$ cat src/design/bracket_pair_matcher_core_macros.svh
// assertion macros for the bracket pair matcher core
// expects clk and rst in the scope where a macro is used
`ifndef BRACKET_PAIR_MATCHER_CORE_MACROS_SVH
`define BRACKET_PAIR_MATCHER_CORE_MACROS_SVH

// same-cycle implication, disabled during reset
`define BPM_ASSERT_NOW(label, ante, cons, msg) \
  label: assert property (@(posedge clk) disable iff (rst) (ante) |-> (cons)) \
    else $error(msg);

// next-cycle implication, disabled during reset
`define BPM_ASSERT_NEXT(label, ante, cons, msg) \
  label: assert property (@(posedge clk) disable iff (rst) (ante) |=> (cons)) \
    else $error(msg);

`endif

$ cat src/design/bpm_pkg.sv
// shared types, constants and the character decoder for the bracket matcher
// no dependencies
package bpm_pkg;

  // sizing
  localparam int STACK_DEPTH = 64;
  localparam int MAX_LEN     = 65536;
  localparam int LVL_W       = $clog2(STACK_DEPTH + 1);
  localparam int POS_W       = $clog2(MAX_LEN + 1);
  localparam int FIFO_DEPTH  = 4;
  localparam int FIFO_AW     = $clog2(FIFO_DEPTH);
  localparam int FIFO_CW     = $clog2(FIFO_DEPTH + 1);

  // character codes
  localparam logic [7:0] CH_LPAREN = 8'h28;
  localparam logic [7:0] CH_RPAREN = 8'h29;
  localparam logic [7:0] CH_LBRACK = 8'h5B;
  localparam logic [7:0] CH_RBRACK = 8'h5D;
  localparam logic [7:0] CH_LBRACE = 8'h7B;
  localparam logic [7:0] CH_RBRACE = 8'h7D;

  typedef enum logic [1:0] {
    KIND_PAREN   = 2'd0,
    KIND_BRACKET = 2'd1,
    KIND_BRACE   = 2'd2
  } kind_t;

  typedef enum logic [2:0] {
    ST_OK       = 3'd0,
    ST_MISMATCH = 3'd1,
    ST_UNCLOSED = 3'd2,
    ST_FULL     = 3'd3,
    ST_LONG     = 3'd4
  } status_t;

  // input beat
  typedef struct packed {
    logic [7:0] ch;
    logic       last_char;
  } in_beat_t;

  // result beat
  typedef struct packed {
    logic        is_status;
    logic [15:0] open_pos;
    logic [15:0] close_pos;
    status_t     status;
    logic        string_done;
  } out_beat_t;

  // one stack entry
  typedef struct packed {
    kind_t       kind;
    logic [15:0] pos;
  } entry_t;

  // shift control for the cell chain
  typedef struct packed {
    logic push;
    logic pop;
  } cell_ctrl_t;

  typedef struct packed {
    logic  is_open;
    logic  is_close;
    kind_t kind;
  } char_class_t;

  function automatic char_class_t classify(input logic [7:0] ch);
    char_class_t c;
    c = '{is_open: 1'b0, is_close: 1'b0, kind: KIND_PAREN};
    unique case (ch)
      CH_LPAREN: c = '{is_open: 1'b1, is_close: 1'b0, kind: KIND_PAREN};
      CH_LBRACK: c = '{is_open: 1'b1, is_close: 1'b0, kind: KIND_BRACKET};
      CH_LBRACE: c = '{is_open: 1'b1, is_close: 1'b0, kind: KIND_BRACE};
      CH_RPAREN: c = '{is_open: 1'b0, is_close: 1'b1, kind: KIND_PAREN};
      CH_RBRACK: c = '{is_open: 1'b0, is_close: 1'b1, kind: KIND_BRACKET};
      CH_RBRACE: c = '{is_open: 1'b0, is_close: 1'b1, kind: KIND_BRACE};
      default:   c = '{is_open: 1'b0, is_close: 1'b0, kind: KIND_PAREN};
    endcase
    return c;
  endfunction

endpackage

$ cat src/design/bpm_cell.sv
// one stack cell: holds an entry, takes from above on push, from below on pop
// depends on bpm_pkg
module bpm_cell import bpm_pkg::*; (
  input  logic       clk,
  input  cell_ctrl_t ctrl,
  input  entry_t     from_up,
  input  entry_t     from_down,
  output entry_t     held
);

  // payload shifts, no reset needed
  always_ff @(posedge clk) begin
    if (ctrl.push) begin
      held <= from_up;
    end else if (ctrl.pop) begin
      held <= from_down;
    end
  end

endmodule

$ cat src/design/bpm_out_fifo.sv
// small result queue, takes up to two beats a cycle and gives one while out_ready is high
// depends on bpm_pkg
module bpm_out_fifo import bpm_pkg::*; (
  input  logic      clk,
  input  logic      rst,
  input  logic      wr0,
  input  out_beat_t wr0_data,
  input  logic      wr1,
  input  out_beat_t wr1_data,
  output logic      room,
  output logic      out_valid,
  input  logic      out_ready,
  output out_beat_t out_data
);

  out_beat_t            mem [FIFO_DEPTH];
  logic [FIFO_AW-1:0]   wptr;
  logic [FIFO_AW-1:0]   rptr;
  logic [FIFO_CW-1:0]   count;
  logic [FIFO_CW-1:0]   count_next;
  logic                 rd;

  assign out_valid = (count != '0);
  assign out_data  = mem[rptr];
  assign rd        = out_valid & out_ready;
  // room for the worst case of two results from one character
  assign room      = (count <= FIFO_CW'(FIFO_DEPTH - 2));

  assign count_next = count + FIFO_CW'(wr0) + FIFO_CW'(wr1) - FIFO_CW'(rd);

  // storage
  always_ff @(posedge clk) begin
    if (wr0) begin
      mem[wptr] <= wr0_data;
    end
    if (wr1) begin
      mem[wptr + FIFO_AW'(1)] <= wr1_data;
    end
  end

  // pointers and fill count
  always_ff @(posedge clk) begin
    if (rst) begin
      wptr  <= '0;
      rptr  <= '0;
      count <= '0;
    end else begin
      wptr  <= wptr + FIFO_AW'(wr0) + FIFO_AW'(wr1);
      rptr  <= rptr + FIFO_AW'(rd);
      count <= count_next;
    end
  end

endmodule

$ cat src/design/bracket_pair_matcher_core.sv
// bracket pair matcher core: stack as a chain of shifting cells, result queue
// results: the results of an accepted character are written into the result queue
// throughput: one character per cycle while the result queue has room; a character that
// gives a pair and the final status yields two results, absorbed by the 4-deep result queue
// reset: synchronous rst clears stack level, position, error flag and queue
// depends on bpm_pkg, bpm_cell, bpm_out_fifo and the assertion macro header
`include "bracket_pair_matcher_core_macros.svh"
module bracket_pair_matcher_core import bpm_pkg::*; (
  input  logic      clk,
  input  logic      rst,
  input  logic      in_valid,
  output logic      in_ready,
  input  in_beat_t  in_data,
  output logic      out_valid,
  input  logic      out_ready,
  output out_beat_t out_data
);

  logic [LVL_W-1:0] stack_level;
  logic [LVL_W-1:0] stack_level_next;
  logic [POS_W-1:0] char_pos;
  logic             error_seen;

  logic             acc;
  char_class_t      cls;
  logic             too_long;
  logic             full;
  logic             match;
  logic             push;
  logic             pop;
  status_t          err;
  logic             emit0;
  logic             emit1;
  out_beat_t        beat0;
  out_beat_t        beat1;
  out_beat_t        pair_beat;
  out_beat_t        status_beat;
  logic [15:0]      pos16;
  cell_ctrl_t       ctrl;
  entry_t           new_entry;
  entry_t           held [STACK_DEPTH];
  logic             last_acc;
  logic             string_idle;

  assign acc   = in_valid & in_ready;
  assign cls   = classify(in_data.ch);
  assign pos16 = 16'(char_pos);

  // classify the character against the top cell
  assign too_long = (char_pos >= POS_W'(MAX_LEN));
  assign full     = (stack_level == LVL_W'(STACK_DEPTH));
  assign match    = cls.is_close && (stack_level != '0) && (held[0].kind == cls.kind);

  always_comb begin
    if (too_long) begin
      err = ST_LONG;
    end else if (cls.is_open) begin
      err = full ? ST_FULL : ST_OK;
    end else if (match) begin
      err = ST_OK;
    end else begin
      err = ST_MISMATCH;
    end
  end

  assign push = !error_seen && !too_long && cls.is_open && !full;
  assign pop  = !error_seen && !too_long && match;

  always_comb begin
    stack_level_next = stack_level;
    if (push) begin
      stack_level_next = stack_level + LVL_W'(1);
    end else if (pop) begin
      stack_level_next = stack_level - LVL_W'(1);
    end
  end

  // result beats
  always_comb begin
    pair_beat = '{is_status: 1'b0, open_pos: held[0].pos, close_pos: pos16,
                  status: ST_OK, string_done: 1'b0};
    status_beat = '{is_status: 1'b1, open_pos: 16'd0, close_pos: 16'd0,
                    status: ST_OK, string_done: 1'b1};
    if (err != ST_OK) begin
      status_beat.status = err;
    end else if (stack_level_next != '0) begin
      status_beat.status = ST_UNCLOSED;
    end
  end

  always_comb begin
    emit0 = 1'b0;
    emit1 = 1'b0;
    beat0 = status_beat;
    beat1 = status_beat;
    if (acc && !error_seen) begin
      if (pop) begin
        emit0 = 1'b1;
        beat0 = pair_beat;
        emit1 = in_data.last_char;
      end else if (err != ST_OK || in_data.last_char) begin
        emit0 = 1'b1;
      end
    end
  end

  // string state
  always_ff @(posedge clk) begin
    if (rst) begin
      stack_level <= '0;
      char_pos    <= '0;
      error_seen  <= 1'b0;
    end else if (acc) begin
      if (in_data.last_char) begin
        stack_level <= '0;
        char_pos    <= '0;
        error_seen  <= 1'b0;
      end else if (!error_seen) begin
        stack_level <= stack_level_next;
        if (!too_long) begin
          char_pos <= char_pos + POS_W'(1);
        end
        if (err != ST_OK) begin
          error_seen <= 1'b1;
        end
      end
    end
  end

  // cell chain, cell 0 is the top of stack
  assign ctrl      = '{push: acc && push, pop: acc && pop};
  assign new_entry = '{kind: cls.kind, pos: pos16};

  for (genvar i = 0; i < STACK_DEPTH; i++) begin : g_cell
    entry_t up_in;
    entry_t down_in;
    if (i == 0) begin : g_top
      assign up_in = new_entry;
    end else begin : g_mid
      assign up_in = held[i-1];
    end
    if (i == STACK_DEPTH - 1) begin : g_bot
      assign down_in = held[i];
    end else begin : g_inner
      assign down_in = held[i+1];
    end
    bpm_cell u_cell (
      .clk       (clk),
      .ctrl      (ctrl),
      .from_up   (up_in),
      .from_down (down_in),
      .held      (held[i])
    );
  end

  // result queue
  bpm_out_fifo u_fifo (
    .clk       (clk),
    .rst       (rst),
    .wr0       (emit0),
    .wr0_data  (beat0),
    .wr1       (emit1),
    .wr1_data  (beat1),
    .room      (in_ready),
    .out_valid (out_valid),
    .out_ready (out_ready),
    .out_data  (out_data)
  );

  // checks
  assign last_acc    = acc & in_data.last_char;
  assign string_idle = (stack_level == '0) && (char_pos == '0) && !error_seen;

  `BPM_ASSERT_NOW(a_level_range, 1'b1, stack_level <= LVL_W'(STACK_DEPTH), "stack level overrun")
  `BPM_ASSERT_NOW(a_push_pop_excl, 1'b1, !(push && pop), "push and pop together")
  `BPM_ASSERT_NEXT(a_result_shows, emit0, out_valid, "emitted result not presented")
  `BPM_ASSERT_NEXT(a_clear_on_last, last_acc, string_idle, "string state not cleared")

endmodule

$ cat config.mk
export PLATFORM = sky130hd
export DESIGN_NAME = bracket_pair_matcher_core
export DESIGN_NICKNAME = d
export VERILOG_FILES = /design/src/design/bpm_pkg.sv /design/src/design/bpm_cell.sv /design/src/design/bpm_out_fifo.sv /design/src/design/bracket_pair_matcher_core.sv
export VERILOG_INCLUDE_DIRS = /design/src /design/src/design
export SDC_FILE = /design/constraint.sdc
export NUM_CORES = 2
export LEC_CHECK = 0
export ABC_AREA = 1
export BUFFER_PORTS_ARGS = -buffer_cell sky130_fd_sc_hd__buf_2
export CAP_MARGIN = 20
export CORE_MARGIN = 4
export CORE_UTILIZATION = 55
export DETAILED_ROUTE_END_ITERATION = 10
export PLACE_DENSITY = 0.81
export RECOVER_POWER = 50
export SLEW_MARGIN = 40
export SYNTH_ARGS = -nofsm -noshare
export SYNTH_HDL_FRONTEND = slang
export SYNTH_SLANG_ARGS = --single-unit
$ cat constraint.sdc
create_clock -name clk -period 30.1 [get_ports clk]
set_input_delay 4.515 -clock clk [delete_from_list [all_inputs] [get_ports clk]]
set_output_delay 4.515 -clock clk [all_outputs]
set_load 0.02 [all_outputs]
==> summary.md <==
| Metric | Value |
|---|---|
| GR Util met3 | 3.20% |
| M2 GR Usage | 30.0% |
| Hold slack | 0.437 ns |
| Initial antenna violation count | 0 |
| I/O Buffers | 51 |
| Synthesized area | 0.0561 mm^2 |
| Gpl congestion | 0.811 |
| CTS root buffer | clkbuf_16 |
| Die area | 0.107 mm^2 |
| Post-synthesis sequential area ratio | 68.2% |
| GRT met1 Usage | 26.7% |
| CTS tree | done |
| Post-synthesis cell count | 5465 |
| Post-CTS Hold Buffers | 0 |
| Initial Utilization | 55.7% |
| Post-route ant nets | 0 |
| Syn_area_per_cell | 10.3 um^2 |
| Post-Route Utilization | 60.8% |
| Via Count | 37.0k |
| Vias in the first global route | 35.2k |
| Worst Setup Start Kind | input port |
| Final worst setup slack | 12.67 ns |
| Status | finished with violations |
| Hold Path Class | flop to flop |
| Critical path peak fanout | 218 |
| R2R setup slack | 15.99 ns |
| Residual DRC | 0 |
| Area post-placement | 0.0572 mm^2 |
| Detailed Route WL | 102000 um |
| CP required | 30.45 ns |
| Initial DRC count | 4251 |
| Largest net degree at the start of global routing | 219 |
| Final hold violation count | 0 |
| Placed Instances | 6595 |
| Synth Register Bits | 1328 |
| Drt via density | 5.41 |
| Syn nets | 5489 |
| Most frequent cells in the layout | nand2_1 (1587), o21ai_0 (1174), edfxtp_1 (1164), inv_1 (608), a21oi_1 (166) |
| Clock-pin slew on the worst setup and hold paths | 0.06 ns |
| Final Non-Filler Cells | 6830 |
| TritonCTS buffer count | 133 |
| Leak | 23.2 nW |
| Unique masters post-synth | 38 |
| GRT Max-Usage Layer | met2 |
| Slowest cell delay on critical path | 2.76 ns |
| RSZ-0062 raised after global routing | false |
| Synth Warn # | 0 |
| Leading cell type in the layout, fill and taps excluded | nand2_1 |
| Core Area | 0.101 mm^2 |
| H-tree depth | 4 |
| Relative slew slack | -286% |
| Most used cell, CP | buf_6 |
| Share of cells above drive strength 1 | 4.39% |
| Total gr overflow | 0 |
| Cell Chain, Critical Path | buf_2 -> or2_1 -> nor2_1 -> nand2_1 -> nand3_1 -> nand2_1 -> nor2_4 -> clkbuf_1 -> inv_12 -> nand2_1 -> clkbuf_1 -> buf_6 -> buf_6 -> buf_6 -> buf_6 |
| Post-cts sizing count | 0 |
| Slowest-stage cell, CP | clkbuf_1 |
| Top Ports | 52 |
| Peak VDD IR | 0.0000498 V |
| Tot Pwr | 3.94 mW |
| Maximum clock path buffer count | 3 |
| Final slew viol count | 1943 |
| Global-route wire length before repair | 171000 um |
| Final instance area | 0.0612 mm^2 |
| Setup_tns | 0 ns |
| Gr usage total | 18.8% |
| Top cells by area, synth | edfxtp_1 (62%), nand2_1 (11%), o21ai_0 (10%), dfxtp_1 (5.9%), inv_1 (4.1%) |
| Crit end category | flop |
| Clock skew | 0.0264 ns |
| DP Worst Slack | 19.33 ns |
| Post-CTS setup buffers | 0 |
| Failing checks | max-capacitance violations, max-slew violations |
| Total iterations of the first detailed-routing run | 6 |
| Slew @ Worst Pin | 5.80 ns |
| Area grow syn2layout | 9.07% |
| CP top delay family | buffers and inverters |
| Hpwl dp | 57400 um |
| Setup violations, final | 0 |
| Synth area leader | edfxtp_1 |
| Post-DR wirelength/cell | 14.9 um |
| Site row count | 116 |
| Fin nets | 5398 |
| Final min period | 17.43 ns |
| Worst-Skew Late Latency | 0.74 ns |
| Share of the synthesized area in the top cell type | 62.3% |
| Die H | 327 um |
| Period utilization | 57.9% |
| Fmax | 57.4 MHz |
| Antenna Cells | 0 |
| CTS sink count | 1328 |
| Worst Path Buf+Inv | 8 |
| Crit Path Class | input port to flop |
| Worst Path Arrival | 17.77 ns |
| Chip width | 327 um |
| Max cap viols | 21 |
| PD cells | 64.5 mW/mm^2 |
## registers in the layout, summed over array words and instances, names as in the netlist
name,flops
error_seen,1
u_fifo.wptr,2
char_pos,17
u_fifo.count,3
u_fifo.rptr,2
g_cell.u_cell.held,1152
stack_level,7
u_fifo.mem,144
## worst register-to-register path, delay by kind of cell (launching register included)
family | cells | cell delay (ns)
AOI/OAI and AO/OA | 1 | 0.61
adders and majority gates | 1 | 0.16
DFF | 1 | 0.31
buffers and inverters | 10 | 9.75
and+or+nand+nor | 2 | 2.85
## power breakdown
part / internal [mW] / leakage, nW / switching, mW / total [mW]
clock: 0.940 / 2.08 / 0.689 / 1.63
sequential: 2.02 / 11.8 / 0.0180 / 2.04
combinational: 0.0757 / 9.27 / 0.196 / 0.272
total: 3.04 / 23.2 / 0.903 / 3.94
## area by class of cell
type,instances,area (um^2)
clock buffers,172,3630
clock inverters,62,634
fillers,7646,39400
inverters,617,2330
multi-input cells,3201,14100
flip-flops and latches,1328,38200
well taps,1357,1700
repair buffers,93,564
## kinds of logic after synthesis
group                    after synthesis  synth area share (%)
XOR/XNOR                               5                0.0781
AO/OA/AOI/OAI                       1370                  12.3
AND/OR/NAND/NOR                     1815                  12.5
adder cells (fa/ha/maj)               11                 0.286
buffers and inverters                936                  6.61
flip-flops                          1328                  68.2
## per-layer routing
metal / routed length [um] / part of all wire (%)
met4: 2500 / 2.5
met1: 44900 / 44
met5: 0 / 0
met2: 49100 / 48
met3: 5590 / 5.5
## synth_stat cells, drive strengths merged
library cell,number
xnor2,3
nor4,2
buf,121
ha,8
nor2,171
nand3,32
nand2,1589
o22ai,26
a21oi,166
o21ai,1177
dfxtp,164
edfxtp,1164
clkbuf,198
nand3b,1
nand4,6
or2,1
clkinv,1
fa,3
and2,1
inv,616
nor3,12
a21boi,1
xor2,2
## worst paths after layout
kind | from | end | cells after the start
setup / recovery | in_data[8] | g_cell[23].u_cell.held[6] | 15
hold / removal | g_cell[62].u_cell.held[2] | g_cell[63].u_cell.held[2] | 0
setup reg to reg | u_fifo.count[1] | g_cell[23].u_cell.held[6] | 14
hold reg to reg | g_cell[62].u_cell.held[2] | g_cell[63].u_cell.held[2] | 0
(Power assumes the default switching activity.)
